## config.mk

```make
export PLATFORM = sky130hd
export DESIGN_NAME = seven_bit_text_packer
export DESIGN_NICKNAME = d
export VERILOG_FILES = /design/src/rtl/sbtp_pkg.sv /design/src/rtl/sbtp_expand.sv /design/src/rtl/sbtp_serial.sv /design/src/rtl/seven_bit_text_packer.sv
export SDC_FILE = /design/constraint.sdc
export NUM_CORES = 1
export LEC_CHECK = 0
export BUFFER_PORTS_ARGS = -buffer_cell sky130_fd_sc_hd__buf_2
export CAP_MARGIN = 10
export CELL_PAD_IN_SITES_DETAIL_PLACEMENT = 0
export CELL_PAD_IN_SITES_GLOBAL_PLACEMENT = 1
export CORE_UTILIZATION = 48
export DETAILED_ROUTE_END_ITERATION = 10
export PLACE_DENSITY = 0.84
export SYNTH_ARGS = -nofsm -noshare
export SYNTH_HDL_FRONTEND = slang
export SYNTH_SLANG_ARGS = --single-unit
```

## constraint.sdc

```tcl
create_clock -name clk -period 2.9 [get_ports clk]
set_input_delay 0.29 -clock clk [delete_from_list [all_inputs] [get_ports clk]]
set_output_delay 0.29 -clock clk [all_outputs]
set_load 0.02 [all_outputs]
```

## src/rtl/sbtp_pkg.sv

```systemverilog
// Package for the seven-bit text packer: transaction types, header constants
// and input mode codes. No dependencies.
`default_nettype none

package sbtp_pkg;

    // Input mode codes.
    localparam logic MODE_DATA = 1'b0;
    localparam logic MODE_END  = 1'b1;

    // Packing constants.
    localparam int unsigned DATA_BITS   = 7;
    localparam int unsigned MAX_RESULTS = 6;
    localparam logic [7:0]  MARK_BIT    = 8'h80;
    localparam logic [7:0]  TERMINATOR  = 8'h00;

    // Message header, first byte at index 0.
    localparam logic [3:0][7:0] HEADER = {8'h42, 8'h44, 8'h0a, 8'h0d};

    typedef struct packed {
        logic       mode;
        logic [7:0] data_byte;
    } msg_item_t;

    typedef struct packed {
        logic [7:0] out_char;
        logic       run_last;
    } txt_item_t;

    // Characters produced by one input transaction, in emission order.
    typedef struct packed {
        logic [2:0]                   count;
        logic [MAX_RESULTS-1:0][7:0]  chars;
    } char_list_t;

endpackage

`default_nettype wire

```

## src/rtl/sbtp_expand.sv

```systemverilog
// Packing state and the combinational expansion of one input transaction into
// its list of output characters. Depends on sbtp_pkg.
`default_nettype none

module sbtp_expand (
    input  wire logic                  clk,
    input  wire logic                  rst_n,
    input  wire sbtp_pkg::msg_item_t   item,
    input  wire logic                  load,
    output sbtp_pkg::char_list_t       list
);

    logic [6:0] pending_bits_reg;
    logic [6:0] pending_bits_next;
    logic [2:0] pending_count_reg;
    logic [2:0] pending_count_next;
    logic       header_sent_reg;
    logic       header_sent_next;

    logic [14:0] acc;
    logic [7:0]  body0;
    logic [7:0]  body1;
    logic [1:0]  body_count;

    always_comb
    begin
        acc                = {8'd0, pending_bits_reg}
                           | ({7'd0, item.data_byte} << pending_count_reg);
        body0              = sbtp_pkg::TERMINATOR;
        body1              = sbtp_pkg::TERMINATOR;
        body_count         = 2'd1;
        pending_bits_next  = pending_bits_reg;
        pending_count_next = pending_count_reg;
        header_sent_next   = header_sent_reg;

        unique case (item.mode)
            sbtp_pkg::MODE_DATA:
            begin
                body0            = sbtp_pkg::MARK_BIT | {1'b0, acc[6:0]};
                header_sent_next = 1'b1;
                if (pending_count_reg == 3'd6)
                begin
                    // Six pending bits plus eight new ones make two whole characters.
                    body1              = sbtp_pkg::MARK_BIT | {1'b0, acc[13:7]};
                    body_count         = 2'd2;
                    pending_bits_next  = 7'd0;
                    pending_count_next = 3'd0;
                end
                else
                begin
                    pending_bits_next  = acc[13:7];
                    pending_count_next = pending_count_reg + 3'd1;
                end
            end
            sbtp_pkg::MODE_END:
            begin
                if (pending_count_reg != 3'd0)
                begin
                    body0      = sbtp_pkg::MARK_BIT | {1'b0, pending_bits_reg};
                    body1      = sbtp_pkg::TERMINATOR;
                    body_count = 2'd2;
                end
                pending_bits_next  = 7'd0;
                pending_count_next = 3'd0;
                header_sent_next   = 1'b0;
            end
            default:
            begin
                body_count = 2'd1;
            end
        endcase

        list.chars = '0;
        if (!header_sent_reg)
        begin
            list.chars[0] = sbtp_pkg::HEADER[0];
            list.chars[1] = sbtp_pkg::HEADER[1];
            list.chars[2] = sbtp_pkg::HEADER[2];
            list.chars[3] = sbtp_pkg::HEADER[3];
            list.chars[4] = body0;
            list.chars[5] = body1;
            list.count    = 3'd4 + {1'b0, body_count};
        end
        else
        begin
            list.chars[0] = body0;
            list.chars[1] = body1;
            list.count    = {1'b0, body_count};
        end
    end

    always_ff @(posedge clk or negedge rst_n)
    begin
        if (!rst_n)
        begin
            pending_bits_reg  <= 7'd0;
            pending_count_reg <= 3'd0;
            header_sent_reg   <= 1'b0;
        end
        else if (load)
        begin
            pending_bits_reg  <= pending_bits_next;
            pending_count_reg <= pending_count_next;
            header_sent_reg   <= header_sent_next;
        end
    end

endmodule

`default_nettype wire

```

## src/rtl/sbtp_serial.sv

```systemverilog
// Result buffer that holds one transaction's character list and hands it out
// one character per cycle while txt_stall is low. Depends on sbtp_pkg.
`default_nettype none

module sbtp_serial (
    input  wire logic                  clk,
    input  wire logic                  rst_n,
    input  wire sbtp_pkg::char_list_t  list,
    input  wire logic                  load,
    output logic                       can_load,
    output logic                       txt_valid,
    input  wire logic                  txt_stall,
    output sbtp_pkg::txt_item_t        txt
);

    logic                                  busy_reg;
    logic [2:0]                            count_reg;
    logic [2:0]                            idx_reg;
    logic [sbtp_pkg::MAX_RESULTS-1:0][7:0] chars_reg;

    logic pop;
    logic at_last;

    assign at_last  = (idx_reg == (count_reg - 3'd1));
    assign pop      = busy_reg && !txt_stall;
    assign can_load = !busy_reg || (pop && at_last);

    assign txt_valid    = busy_reg;
    assign txt.out_char = chars_reg[idx_reg];
    assign txt.run_last = at_last;

    always_ff @(posedge clk or negedge rst_n)
    begin
        if (!rst_n)
        begin
            busy_reg  <= 1'b0;
            count_reg <= 3'd0;
            idx_reg   <= 3'd0;
        end
        else if (load)
        begin
            busy_reg  <= 1'b1;
            count_reg <= list.count;
            idx_reg   <= 3'd0;
        end
        else if (pop)
        begin
            if (at_last)
            begin
                busy_reg <= 1'b0;
            end
            idx_reg <= idx_reg + 3'd1;
        end
    end

    always_ff @(posedge clk)
    begin
        if (load)
        begin
            chars_reg <= list.chars;
        end
    end

endmodule

`default_nettype wire

```

## src/rtl/seven_bit_text_packer.sv

```systemverilog
// Top level of the seven-bit text packer: input register, packing expansion
// and result buffer. Depends on sbtp_pkg, sbtp_expand and sbtp_serial.
`default_nettype none

// The packer turns a stream of raw message bytes into text-safe characters,
// seven data bits per character with bit 7 always set, filled least
// significant bit first. The first transaction of a message is preceded by
// the header 0x0d 0x0a 0x44 0x42; an end-of-message transaction flushes a
// partial character and then emits a 0 terminator, after which the next
// data byte opens a new message. Each input transaction yields one to five
// output characters, and run_last marks the final one of each group. The
// output side delivers exactly one character per cycle while txt_stall is
// low. A data byte inside a message or the end of an open message yields
// one or two characters; the first byte of a message or an end of message
// while no message is open yields five. That single output character per
// cycle is what sets the sustained rate. A new input transaction is taken
// while the previous one's characters are still being delivered; when the
// output side is free, the first character of a transaction passes through
// the input register and then the result buffer before it is presented on
// the output.
module seven_bit_text_packer (
    input  wire logic                 clk,
    input  wire logic                 rst_n,
    input  wire logic                 msg_valid,
    output logic                      msg_stall,
    input  wire sbtp_pkg::msg_item_t  msg,
    output logic                      txt_valid,
    input  wire logic                 txt_stall,
    output sbtp_pkg::txt_item_t       txt
);

    // Input register: holds one accepted transaction until the result
    // buffer can take its character list.
    logic                 in_valid_reg;
    sbtp_pkg::msg_item_t  in_item_reg;

    sbtp_pkg::char_list_t list;
    logic                 can_load;
    logic                 load;

    // The list moves into the result buffer, and the packing state advances,
    // in the same cycle.
    assign load      = in_valid_reg && can_load;
    assign msg_stall = in_valid_reg && !load;

    always_ff @(posedge clk or negedge rst_n)
    begin
        if (!rst_n)
        begin
            in_valid_reg <= 1'b0;
        end
        else if (!msg_stall)
        begin
            in_valid_reg <= msg_valid;
        end
    end

    always_ff @(posedge clk)
    begin
        if (msg_valid && !msg_stall)
        begin
            in_item_reg <= msg;
        end
    end

    sbtp_expand u_expand (
        .clk   (clk),
        .rst_n (rst_n),
        .item  (in_item_reg),
        .load  (load),
        .list  (list)
    );

    sbtp_serial u_serial (
        .clk       (clk),
        .rst_n     (rst_n),
        .list      (list),
        .load      (load),
        .can_load  (can_load),
        .txt_valid (txt_valid),
        .txt_stall (txt_stall),
        .txt       (txt)
    );

endmodule

`default_nettype wire
```

# Yosys cells after proc, flatten, opt, wreduce, memory -nomap -nowiden

Cells that the tools add are included.

Register bits after elaboration: 76
Bits of input ports: 13

Add/subtract/negate cells: 4
Order comparisons: 1
Eq/ne operators: 2
Shift-type cells: 1
Multiplexer cells: 21
Bitwise logic cells: 2
Reductions and logical operators: 14

Operators with widths:

| operator            | count |
|---|---|
| $pmux 8 s2          | 2 |
| $bmux 8 s3          | 1 |
| $mux 8              | 3 |
| $mux 15             | 1 |
| $or 7x14->14        | 1 |
| $pmux 7 s2          | 1 |
| $shl 8x3->14        | 1 |
| $mux 3              | 4 |
| $mux 7              | 1 |
| $add 3x1->3 const B | 2 |
| $pmux 3 s2          | 1 |
| $logic_and 1x1->1   | 5 |
| $logic_not 1->1     | 4 |
| $lt 3x4->1 const B  | 1 |
| $mux 2              | 2 |
| $pmux 2 s2          | 1 |
| $reduce_bool 2->1   | 2 |
| $add 3x2->3 const A | 1 |
| $eq 3x3->1          | 1 |
| $eq 3x3->1 const B  | 1 |
| $mux 1              | 3 |
| $reduce_bool 3->1   | 1 |
| $sub 3x1->3 const B | 1 |
| $pmux 1 s2          | 1 |
| other kinds (3)     | 3 |

# Depth between registers and ports, before layout

Depth in word-level cells: 9
Mapped depth: 7

# Hierarchy

From an unflattened synthesis, not the netlist that was laid out.

Cells, all modules: 286
Area total of the unflattened synthesis: 3746.1 µm²

By module, submodules not included:

| module                | instances | cells each | area each (µm²) | sequential area each (µm²) |
|---|---|---|---|---|
| sbtp_serial           | 1         | 118        | 2222.1          | 1616.6 |
| sbtp_expand           | 1         | 153        | 1189.9          | 275.3 |
| seven_bit_text_packer | 1         | 15         | 334.1           | 295.3 |

# Least setup slack after synthesis

No wires, ideal clock.

Kind: flip-flop to flip-flop
From: reg u_serial.count_reg[0]
To: reg u_serial.count_reg[0]
Setup time: 0.125 ns
Data arrival time: 1.992 ns
Required time: 2.775 ns
Path slack: 0.783 ns
Stages on the path, launching flop included: 7
Path buffers: 0
Period minus slack after synthesis: 2.117 ns
Cells stage by stage: dfrtp_1 > inv_1 > ha_1 > xor2_1 > a41oi_2 > inv_2 > mux2_2

Word-level cells in the longest chain between the ends: 5

Ends and longest elaborated chain:

| what                     | RTL line                    | source |
|---|---|---|
| start: declaration       | sbtp_serial.sv:17           | `logic [2:0] count_reg;` |
| start signal: assignment | sbtp_serial.sv:43           | `count_reg <= list.count;` |
| $sub 3x1->3              | sbtp_serial.sv:24           | `assign at_last = (idx_reg == (count_reg - 3'd1));` |
| $eq 3x3->1               | sbtp_serial.sv:24           |  |
| $logic_and 1x1->1        | sbtp_serial.sv:26           | `assign can_load = !busy_reg \|\| (pop && at_last);` |
| $logic_or 1x1->1         | sbtp_serial.sv:26           |  |
| $logic_and 1x1->1        | seven_bit_text_packer.sv:43 | `assign load = in_valid_reg && can_load;` |
| named net load           | seven_bit_text_packer.sv:39 | `logic load;` |

The timed path passes the listed nets, and every way through them passes these cells.
A chain may end at the register's enable or synchronous reset.

==> impl_results.md <==
- Placed inst area: 3250 um^2
- Layout cells sized above 1: 0.205
- Global-route wire length before repair: 10200 um
- Worst-Skew Late Latency: 0.35 ns
- I/O Buffers: 23
- Post-synthesis sequential area ratio: 0.566
- Post-synthesis compound-gate area fraction: 0.112
- Starting density of the core: 0.507
- Critical Path, Cell by Cell: buf_4, a21oi_1, a311o_1, o21ai_0, buf_2
- Sw frac: 0.398
- Pint: 2.50 mW
- 1st-pass router iterations: 4
- Largest family of logic cells by synthesized area: simple AND/OR/NAND/NOR gates
- Routed wire length: about 6100 um
- Netlist Area Pre-Place: 3070 um^2
- Final net count: 302
- Fill cells: 497
- Clock Power Share: 0.204
- TritonCTS clock tree: built
- F_max: 0.441 GHz
- Clock skew: 0.00764 ns
- Clk pin slew, worst setup/hold paths: 0.07 ns
- Outcome: finished clean
- Mapped Cells: 260
- Pin count of the biggest net entering global routing: 38
- Worst stage delay on the critical path: between 0.7 and 0.8 ns
- Postcts setup bufs: 0
- Placement Setup Slack: between 0.7 and 0.8 ns
- WL/cell: 16.8 um
- Syn. warnings: 0
- Setup-failing EPs final: 0
- Core area: 6060 um^2
- Cell Pwr Density: 1190 nW/um^2
- Post-synth top cells: edfxtp_1 (42), nand2_1 (35), dfrtp_1 (19), nor2_1 (19), mux2i_1 (17)
- Antenna cells: 0
- Post-route clock period utilization: 0.783
- CTS HTree Levels: 3
- Final Hold Fails: 0
- Leakage: 1.37 nW
- Detailed placer's ending HPWL: ~4200 um
- DR vias/cell: approximately 5.6
- Max_slew headroom: 0.461
- Synth top area share: 0.411
- I/O Pins: 24
- Worst R2R Setup Slack: 0.72 ns
- Asr flop ratio synth: 0.311
- Combinational share of power: 0.409
- Critical-path top delay cell: dfrtp_1
- Crit Path Max Fanout: 9
- Max reg flops: 33
- Post_cts resized: 0
- Post-layout min period: 2.27 ns
- Most area-consuming cells after synthesis: edfxtp_1 (41%), dfrtp_1 (15%), mux4_2 (5.9%)
- Synthesized area per cell: 11.8 um^2
- Post-route setup slack: 0.630 ns
- Reg area: 1740 um^2
- Max-cap check violation count: 0
- Top-count cell post-synth: edfxtp_1
- RSZ-0062 raised after global routing: false
- Hold buffers post-CTS: 1
- Measured slew at the worst slew-check pin: 0.809 ns
- Overflow after GRT: 0
- Yosys top cell by area: edfxtp_1
- Setup CP Type: flip-flop to primary output
- Post-route setup TNS: 0 ns
- Fin area: 3480 um^2
- Multi-input gate area: 1210 um^2
- Synth Area in Adders: 0.00815
- Crit path DAT: 1.98 ns
- Post-Synth Simple-Gate Area: 0.133
- Clock buffer depth: 2
- Worst VDD drop: 0.921 mV
- Routed Antenna Nets: 0
- Switching power: 1.65 mW
- Min-delay worst type: primary input to flip-flop
- # rows: 28
- Worst EP required: 2.61 ns
- Die H: between 80 and 90 um
- Max-slew violations: 0
- Yosys reg bits: ~60
- Number of global-route vias before repair: 1977
- Clock sink count: 61
- Post-synthesis xor/xnor area fraction: 0.0212
- Residual DRC count: 0
- Seq pwr share: 0.387
- Startpoint Class: flip-flop
- Synth unique cells: 45
- Syn_nets: around 280
- GP Congestion: approximately 0.87
- Die Wd: 82.0 um
- Total global-route track usage: 0.215
- CTS root buf: clkbuf_8
- Crit end category: primary output
- Total CTS buffers: 9
- Ys flop type: edfxtp_1
- First DRT Iteration DRCs: 169
- Vias: 2046
- Initial antenna violation count: 0
- Post-synth EDFFs: between 40 and 50
- DIE AREA: 6720 um^2
- Fraction of synthesized area in multiplexers: 0.121
- Area growth from synthesis to layout: 13.5%
==> cells by family after synthesis <==
logic type	after synthesis
AND/OR/NAND/NOR	87
multiplexers	27
AO/OA/AOI/OAI	52
XOR/XNOR	5
adder cells (fa/ha/maj)	2
buffers and inverters	26
flip-flops	61
==> worst max-delay path, delay by kind of cell (launching register included) <==
family | cells | cell delay [ns]
buffers and inverters | 2 | 0.46
AOI/OAI and AO/OA | 3 | 0.43
DFF | 1 | 0.73
==> power groups by stage <==
stage                     Combinational (mW)  Clock, mW  Sequential [mW]
after floorplan                         1.44          0             1.43
after global placement                  1.68          0             1.61
after detailed placement                1.72          0             1.63
after CTS                               1.72      0.862             1.61
after global routing                    1.92      0.891             1.65
final                                   1.70      0.848             1.61
==> stage by stage <==
| step | std cells | hold slack, ns | util | power (mW) |
|---|---|---|---|---|
| final | 367 | 0.111 | 0.575 | 4.16 |
| after global routing | 367 | 0.105 | 0.575 | 4.46 |
| after detailed placement | 350 | 0.263 | 0.536 | 3.34 |
| after global placement | 350 | 0.265 | 0.536 | 3.29 |
| after floorplan | 260 | -0.00559 | - | 2.87 |
| after CTS | 367 | 0.0974 | 0.575 | 4.19 |
==> final cells by class <==
type | instances | area share
flip-flops and latches | 61 | 0.498
multi-input cells | 173 | 0.349
repair buffers | 30 | 0.0488
clock buffers | 9 | 0.0355
clock inverters | 7 | 0.0287
well taps | 75 | 0.0269
inverters | 12 | 0.0129
==> layer usage <==
metal	vias up	GRT usage	wire, um
li1	1006	-	-
met1	975	0.306	2910
met2	54	0.315	2860
met3	11	0.0344	244
met4	0	0.118	129
met5	-	0	0
==> layout by cell type, fill, tap and decap left out, types with 3 or more instances in the layout <==
master / synthesis / layout
buf_4: 2 / 6
clkinv_4: 0 / 4
a211oi_1: 4 / 4
clkbuf_8: 0 / 9
buf_2: 5 / 23
mux2i_1: 17 / 17
mux4_2: 8 / 8
and2_1: 9 / 9
nor2_1: 19 / 19
nor3_1: 7 / 7
a21o_1: 3 / 3
nand3b_1: 3 / 3
nand2_1: 35 / 35
o31ai_1: 8 / 8
o21ai_0: 15 / 15
edfxtp_1: 42 / 42
dfrtp_1: 19 / 19
inv_1: 8 / 8
nor2b_1: 3 / 3
and3_1: 3 / 3
a21oi_1: 9 / 9
==> path summary, 6_finish.rpt <==
path | startpoint | to | depth (start not counted)
worst max-delay path | u_serial.idx_reg[0]$_DFFE_PN0P_ | txt[2] | 5
worst min-delay path | msg[5] | in_item_reg[5]$_DFFE_PP_ | 1
worst max register to register | u_expand.pending_count_reg[1]$_DFFE_PN0P_ | u_serial.chars_reg[12]$_SDFFCE_PN0P_ | 4
worst min register to register | u_serial.count_reg[1]$_DFFE_PN0P_ | u_serial.count_reg[1]$_DFFE_PN0P_ | 2
max in group asynchronous | rst_n | u_expand.pending_bits_reg[0]$_DFFE_PN0P_ | 2
min in group asynchronous | rst_n | u_expand.pending_bits_reg[5]$_DFFE_PN0P_ | 2
Note: power is estimated with default switching activity, not from simulation.
